### config.mk
export PLATFORM = sky130hd
export DESIGN_NAME = lowest_free_id_allocator
export DESIGN_NICKNAME = d
export VERILOG_FILES = /design/src/rtl/core/lfa_pkg.sv /design/src/rtl/core/lfa_lsb_enc.sv /design/src/rtl/core/lfa_word_ram.sv /design/src/rtl/core/lowest_free_id_allocator.sv
export SDC_FILE = /design/constraint.sdc
export NUM_CORES = 2
export LEC_CHECK = 0
export BUFFER_PORTS_ARGS = -buffer_cell sky130_fd_sc_hd__buf_2
export CORE_ASPECT_RATIO = 2
export CORE_MARGIN = 2
export CORE_UTILIZATION = 38
export CTS_CLUSTER_DIAMETER = 30
export DETAILED_ROUTE_END_ITERATION = 12
export GPL_TIMING_DRIVEN = 0
export SYNTH_ARGS = -nofsm -noshare
export SYNTH_HDL_FRONTEND = slang
export SYNTH_SLANG_ARGS = --single-unit
### constraint.sdc
create_clock -name clk -period 5.15 [get_ports clk]
set_clock_uncertainty 0.15 [all_clocks]
set_input_delay 0.2575 -clock clk [delete_from_list [all_inputs] [get_ports clk]]
set_output_delay 0.2575 -clock clk [all_outputs]
set_load 0.01 [all_outputs]
### src/rtl/core/lfa_pkg.sv
`timescale 1ns / 1ps
`default_nettype none
// ----------------------------------------------------------------------------
// lfa_pkg
// Shared constants and types of the lowest-free identifier allocator.
// ----------------------------------------------------------------------------
package lfa_pkg;

	// default number of identifiers, 0 included
	localparam int ID_COUNT_DEF = 1024;

	// fixed field widths of the command and result ports
	localparam int ID_FIELD_W = 10;
	localparam int STATUS_W   = 2;

	// command codes
	localparam logic OP_ALLOC = 1'b0;
	localparam logic OP_FREE  = 1'b1;

	// result status codes
	typedef enum logic [STATUS_W-1:0] {
		ST_OK        = 2'd0,
		ST_ZERO      = 2'd1,
		ST_DOUBLE    = 2'd2,
		ST_EXHAUSTED = 2'd3
	} status_t;

endpackage
`default_nettype wire

### src/rtl/core/lfa_lsb_enc.sv
`timescale 1ns / 1ps
`default_nettype none
// ----------------------------------------------------------------------------
// lfa_lsb_enc
// Lowest-set-bit encoder: isolates the lowest one with a two's complement
// and ORs the index bits of that single position.
// ----------------------------------------------------------------------------
module lfa_lsb_enc
	import lfa_pkg::*;
#(
	parameter int WIDTH = 32,
	parameter int IDX_W = 5
) (
	input  wire logic [WIDTH-1:0] vec,
	output logic      [IDX_W-1:0] idx,
	output logic                  any
);

	logic [WIDTH-1:0] lowest;

	// one-hot of the lowest set bit
	assign lowest = vec & (~vec + {{(WIDTH-1){1'b0}}, 1'b1});
	assign any    = |vec;

	// encode the one-hot position
	always_comb begin
		idx = '0;
		for (int b = 0; b < IDX_W; b++) begin
			for (int i = 0; i < WIDTH; i++) begin
				if (i[b]) begin
					idx[b] = idx[b] | lowest[i];
				end
			end
		end
	end

endmodule
`default_nettype wire

### src/rtl/core/lfa_word_ram.sv
`timescale 1ns / 1ps
`default_nettype none
// ----------------------------------------------------------------------------
// lfa_word_ram
// Simple dual-port RAM, one write and one registered read port.
// ----------------------------------------------------------------------------
module lfa_word_ram
	import lfa_pkg::*;
#(
	parameter int DEPTH  = 32,
	parameter int ADDR_W = 5,
	parameter int DATA_W = 32
) (
	input  wire logic              clk,
	input  wire logic              rd_en,
	input  wire logic [ADDR_W-1:0] rd_addr,
	output logic      [DATA_W-1:0] rd_data,
	input  wire logic              wr_en,
	input  wire logic [ADDR_W-1:0] wr_addr,
	input  wire logic [DATA_W-1:0] wr_data
);

	logic [DATA_W-1:0] mem [DEPTH];

	// write port
	always_ff @(posedge clk) begin
		if (wr_en) begin
			mem[wr_addr] <= wr_data;
		end
	end

	// registered read port
	always_ff @(posedge clk) begin
		if (rd_en) begin
			rd_data <= mem[rd_addr];
		end
	end

endmodule
`default_nettype wire

### src/rtl/core/lowest_free_id_allocator.sv
`timescale 1ns / 1ps
`default_nettype none
// ----------------------------------------------------------------------------
// lowest_free_id_allocator
// Hands out the lowest freed identifier, else a fresh one; takes them back.
// ----------------------------------------------------------------------------
// Start is taken while busy is low; the cycle after it reads one bitmap
// word from the RAM and writes it back when an identifier is taken from it
// or returned to it, and the result appears for one cycle on done in the
// cycle that follows, when busy is already low again, so a new command may
// be issued while done is high. The free bitmap is kept as words of one RAM
// row each, with a summary flop per row that says the row holds a free
// identifier; the summary is cleared at reset, so the bitmap is usable at
// once, with no clearing pass. Results cannot be held off: done is a one-cycle strobe.
module lowest_free_id_allocator
	import lfa_pkg::*;
#(
	parameter int ID_COUNT = ID_COUNT_DEF
) (
	input  wire logic                  clk,
	input  wire logic                  arst_n,
	input  wire logic                  start,
	output logic                       busy,
	input  wire logic                  op,
	input  wire logic [ID_FIELD_W-1:0] free_id,
	output logic                       done,
	output logic      [ID_FIELD_W-1:0] given_id,
	output logic      [STATUS_W-1:0]   status
);

	// bitmap geometry: about square, rows x words
	localparam int ID_W       = $clog2(ID_COUNT);
	localparam int WORD_IDX_W = (ID_W + 1) / 2;
	localparam int WORD_W     = 1 << WORD_IDX_W;
	localparam int ROW_IDX_W  = ID_W - WORD_IDX_W;
	localparam int ROWS       = (ID_COUNT + WORD_W - 1) / WORD_W;
	localparam int CNT_W      = ID_W + 1;

	typedef enum logic {
		S_IDLE,
		S_LOOKUP
	} state_t;

	state_t                state_q;
	logic [CNT_W-1:0]      fresh_q;
	logic [ROWS-1:0]       summary_q;

	// command captured at accept
	logic                  op_s1;
	logic                  hit_s1;
	logic                  bad_s1;
	logic [ROW_IDX_W-1:0]  row_s1;
	logic [WORD_IDX_W-1:0] bit_s1;

	// accept-time decode
	logic                  accept;
	logic [31:0]           free_ext;
	logic [ID_W-1:0]       free_low;
	logic                  free_bad;
	logic [ROW_IDX_W-1:0]  low_row;
	logic                  any_free;
	logic [ROW_IDX_W-1:0]  rd_row;

	// lookup cycle
	logic [WORD_W-1:0]     rd_data;
	logic [WORD_W-1:0]     word;
	logic [WORD_IDX_W-1:0] low_bit;
	logic                  word_any;
	logic [WORD_W-1:0]     bit_mask;
	logic [WORD_W-1:0]     low_mask;
	logic                  wr_en;
	logic [WORD_W-1:0]     wr_word;
	logic [ID_W-1:0]       hit_id;
	logic [31:0]           hit_ext;
	logic [31:0]           fresh_ext;
	logic [ID_FIELD_W-1:0] res_id;
	status_t               res_status;
	logic                  fresh_take;

	assign accept = start && !busy;
	assign busy   = (state_q == S_LOOKUP);

	// free id range check and split into row and bit
	assign free_ext = 32'(free_id);
	assign free_low = free_ext[ID_W-1:0];
	assign free_bad = (free_ext == 32'd0) || (free_ext >= 32'(ID_COUNT));

	// lowest row with a free identifier
	lfa_lsb_enc #(
		.WIDTH (ROWS),
		.IDX_W (ROW_IDX_W)
	) u_row_enc (
		.vec (summary_q),
		.idx (low_row),
		.any (any_free)
	);

	assign rd_row = (op == OP_ALLOC) ? low_row : free_low[ID_W-1:WORD_IDX_W];

	lfa_word_ram #(
		.DEPTH  (ROWS),
		.ADDR_W (ROW_IDX_W),
		.DATA_W (WORD_W)
	) u_ram (
		.clk     (clk),
		.rd_en   (accept),
		.rd_addr (rd_row),
		.rd_data (rd_data),
		.wr_en   (wr_en),
		.wr_addr (row_s1),
		.wr_data (wr_word)
	);

	// a row whose summary bit is clear holds no free id, whatever the RAM has
	assign word = summary_q[row_s1] ? rd_data : '0;

	lfa_lsb_enc #(
		.WIDTH (WORD_W),
		.IDX_W (WORD_IDX_W)
	) u_bit_enc (
		.vec (word),
		.idx (low_bit),
		.any (word_any)
	);

	assign bit_mask  = {{(WORD_W-1){1'b0}}, 1'b1} << bit_s1;
	assign low_mask  = {{(WORD_W-1){1'b0}}, 1'b1} << low_bit;
	assign hit_id    = {row_s1, low_bit};
	assign hit_ext   = 32'(hit_id);
	assign fresh_ext = 32'(fresh_q);

	// modify the word and form the result
	always_comb begin
		wr_en      = 1'b0;
		wr_word    = word;
		res_id     = '0;
		res_status = ST_OK;
		fresh_take = 1'b0;
		if (op_s1 == OP_ALLOC) begin
			if (hit_s1) begin
				wr_en   = 1'b1;
				wr_word = word & ~low_mask;
				res_id  = hit_ext[ID_FIELD_W-1:0];
			end else if (fresh_q < CNT_W'(ID_COUNT)) begin
				fresh_take = 1'b1;
				res_id     = fresh_ext[ID_FIELD_W-1:0];
			end else begin
				res_status = ST_EXHAUSTED;
			end
		end else begin
			if (bad_s1) begin
				res_status = ST_ZERO;
			end else if ((word & bit_mask) != '0) begin
				res_status = ST_DOUBLE;
			end else begin
				wr_en   = 1'b1;
				wr_word = word | bit_mask;
			end
		end
	end

	// state, fresh counter, summary and result strobe
	always_ff @(posedge clk or negedge arst_n) begin
		if (!arst_n) begin
			state_q   <= S_IDLE;
			fresh_q   <= CNT_W'(1);
			summary_q <= '0;
			done      <= 1'b0;
		end else begin
			done <= 1'b0;
			case (state_q)
				S_IDLE: begin
					if (accept) begin
						state_q <= S_LOOKUP;
					end
				end
				S_LOOKUP: begin
					state_q <= S_IDLE;
					done    <= 1'b1;
					if (fresh_take) begin
						fresh_q <= fresh_q + CNT_W'(1);
					end
					if (wr_en) begin
						summary_q[row_s1] <= (wr_word != '0);
					end
				end
				default: begin
					state_q <= S_IDLE;
				end
			endcase
		end
	end

	// command and result payload
	always_ff @(posedge clk) begin
		if (accept) begin
			op_s1  <= op;
			hit_s1 <= any_free;
			bad_s1 <= free_bad;
			row_s1 <= rd_row;
			bit_s1 <= free_low[WORD_IDX_W-1:0];
		end
		if (state_q == S_LOOKUP) begin
			given_id <= res_id;
			status   <= res_status;
		end
	end

	// an accepted command is looked up in the next cycle, answered after it
	a_accept_done: assert property (@(posedge clk) disable iff (!arst_n)
		accept |=> busy ##1 done)
		else $error("accepted command not answered in two cycles");

	// the strobe only follows a lookup cycle
	a_done_after_lookup: assert property (@(posedge clk) disable iff (!arst_n)
		done |-> $past(state_q == S_LOOKUP))
		else $error("result strobe without lookup");

	// only a successful allocate hands out a nonzero identifier
	a_id_zero_on_error: assert property (@(posedge clk) disable iff (!arst_n)
		done && (status != ST_OK) |-> given_id == '0)
		else $error("identifier given with error status");

	// an allocate from the bitmap always finds a bit in the flagged row
	a_hit_word_nonzero: assert property (@(posedge clk) disable iff (!arst_n)
		busy && (op_s1 == OP_ALLOC) && hit_s1 |-> word_any)
		else $error("summary flags a row with no free identifier");

endmodule
`default_nettype wire
==> results.tsv <==
metric	value	unit
outcome	finished clean	
reg2reg_to	summary_q[5]	
max_freq	0.195	GHz
setup-violations-final	0	
leakage	18.6	nW
grt_overflow	0	
endpoint_kind	flip-flop	
holdPathEnd	bit_s1[3]	
grt_start_max_net_pins	46	
period_needed	5.12	ns
worstPathMaxFanout	10	
synth_edf_count	1081	
antenna_left	0	
cts_buffers	114	
async_flop_share	4.00	%
area_delta_synth_final	18.9	%
clk_pin_slew_worst_paths	0.06	ns
drtIter0Drc	2522	
core_area	123000	um2
yosysTopAreaCellShare	69.0	%
seq_area	33600	um2
synth_area	47000	um2
hold_class	in -> reg	
tightest_slew	1.42	ns
die_w	253	um
cts_tree	built	
gp_congestion	1.02	
clock_sinks	1126	
crit_type	reg -> reg	
clockBufferDepth	3	
cp_data_arrival_time	5.57	ns
synth_ff_type	edfxtp_1	
drc_errors	0	
crit_path_frequent_cell	clkbuf_2	
fin_area	55900	um2
power_density	525	nW/um2
holdPathStages	2	
row_count	182	
ys_ff_latch	1126	
cp.required	5.60	ns
dpl_cell_area	50800	um2
min_from	free_id[3]	
worstSkewPairLatency	0.73	ns
critPathSlowestCell	edfxtp_1	
slew-limit-headroom	4.65	%
tns	0	ns
multi_input_area	13400	um2
totalWireLength	165	mm
hold_viol_final	0	
nets	3556	
htree_num_levels	3	
via_count	31500	
yosys_warnings	0	
yosysTopAreaCell	edfxtp_1	
timing.final.crit_share	99.4	%
first_pass_iters	7	
postSynthCellCount	3257	
grt_util_all_layers	25.9	%
setup_slack	0.0331	ns
ir_drop	0.299	mV
drive_gt1_share	16.9	%
critical_path.cell_chain	nor3_4 > nand2_1 > o22ai_2 > a311oi_4 > nand2_2 > clkbuf_2 > nor3_2 > o22ai_1 > a2111oi_1 > and4_1 > clkbuf_2 > buf_2 > a21oi_1	
worst-r2r-setup-slack	0.03	ns
synth.most_common_cell	edfxtp_1	
maxCapViolCount	0	
grt_pass1_wl	230	mm
avgSynthCellArea	14.4	um2
critPathLaunchType	flip-flop	
postLayoutCoreUtil	45.5	%
synthTopCellsByArea	edfxtp_1 69%, mux2i_1 4.4%, nand2_1 4.2%	
pin_count	28	
worstReg2RegStart	u_ram.rd_data[5]	
initial_core_util	38.2	%
post-place-ws	-1.34	ns
die_h	501	um
vias_per_cell	6.05	
root_buffer	clkbuf_16	
yosys-top-cells-count	1081 x edfxtp_1, 527 x nand2_1, 205 x mux2i_1	
port_buffers	27	
antenna_found_initial	6	
grt_pass1_vias	32000	
synth_fp_nets	3272	
yosysSeqAreaShare	71.4	%
nFillCells	10700	
crit_path_max_incr_delay	0.81	ns
slew_violations	0	
wl_per_cell	31.8	um
ys_types	85	
place_hpwl	120	mm
die-area	127000	um2
reg2reg_depth	13	
[area by class of cell]
| type | count | area share, % |
|---|---|---|
| Inverter | 24 | 0.163 |
| Multi-Input combinational cell | 1870 | 24.0 |
| Buffer | 232 | 1.87 |
| Sequential cell | 1126 | 60.1 |
| Clock inverter | 75 | 1.44 |
| Timing Repair Buffer | 173 | 3.67 |
| Antenna cell | 3 | 0.0134 |
| Clock buffer | 129 | 5.32 |
| Tap cell | 1564 | 3.50 |
[metal layers]
metal  vias up  share of wire (%)  GRT usage, %
li1      13500                  -             -
met1     15800                 28          21.7
met2      1512                 55          50.3
met3       630                5.8          5.23
met4         2                 10          22.4
met5         -             0.0079             0
[placed cells by master (no fill, tap or decap), types with 86 or more instances in the layout]
master	instances
a21oi_1	86
clkbuf_1	147
mux2i_1	205
nand2_1	522
edfxtp_1	1081
a32oi_1	140
a211oi_1	99
and3_1	106
clkbuf_16	117
a311oi_1	97
[stage by stage]
| stage | instances | hold slack (ns) | total power, mW |
|---|---|---|---|
| floorplan | 3257 | -0.188 | 16.3 |
| global placement | 4848 | 0.299 | 20.1 |
| detailed placement | 4913 | 0.298 | 20.5 |
| CTS | 5164 | 0.0790 | 29.0 |
| global route | 5195 | 0.120 | 30.1 |
| finish | 5196 | 0.112 | 29.4 |
[flip-flops by register name (all words and copies together) (netlist names)]
name           cells
bad_s1             1
bit_s1             5
busy               1
done               1
fresh_q           11
given_id          10
hit_s1             1
op_s1              1
row_s1             5
status             2
summary_q         32
u_ram.mem       1024
u_ram.rd_data     32
[where the power goes]
group / total (mW) / switching (mW) / leakage, nW / internal (mW)
sequential: 11.9 / 0.532 / 10.6 / 11.4
combinational: 9.11 / 6.57 / 6.17 / 2.55
clock: 8.38 / 3.67 / 1.82 / 4.71
[worst max-delay path: cells and delay by family, from the launching register on]
family          cells  cell delay, ns
buf+inv             3            0.82
compound gates      5            1.67
flops               1            0.81
simple gates        5            1.50
[what timing repair did]
item	4_1_cts	5_1_grt
gates cloned	1	1
setup buffers	38	29
resized for setup	82	94
setup endpoints to repair	1332	929
endpoints found under the hold margin	70	0
hold buffers	11	0
pin swaps	23	11
[how the worst max path moves through the flow]
stage	slack, ns	endpoint	from
2_1_floorplan	0.23	u_ram.mem[21][0]	row_s1[1]
3_3_place_gp	-2.89	u_ram.mem[1][20]	bit_s1[2]
3_5_place_dp	-1.34	u_ram.rd_data[8]	summary_q[2]
4_1_cts	-0.12	u_ram.mem[31][21]	row_s1[1]
5_1_grt	-0.02	summary_q[8]	u_ram.rd_data[17]
6_report	0.03	summary_q[5]	u_ram.rd_data[5]
[cell families (layout without fill, tap and decap cells)]
group,count (synthesis),in the layout,share of synthesized area (%)
adders and majority gates,1,1,0.0266
AOI/OAI and AO/OA,641,643,10.7
xor gates and xnor gates,9,9,0.168
and+or+nand+nor,1002,1002,10.7
muxes,215,215,4.68
buffers and inverters,263,633,2.27
other,0,3,0
DFF,1126,1126,71.4
No activity file was read; power rests on OpenSTA's default activity.
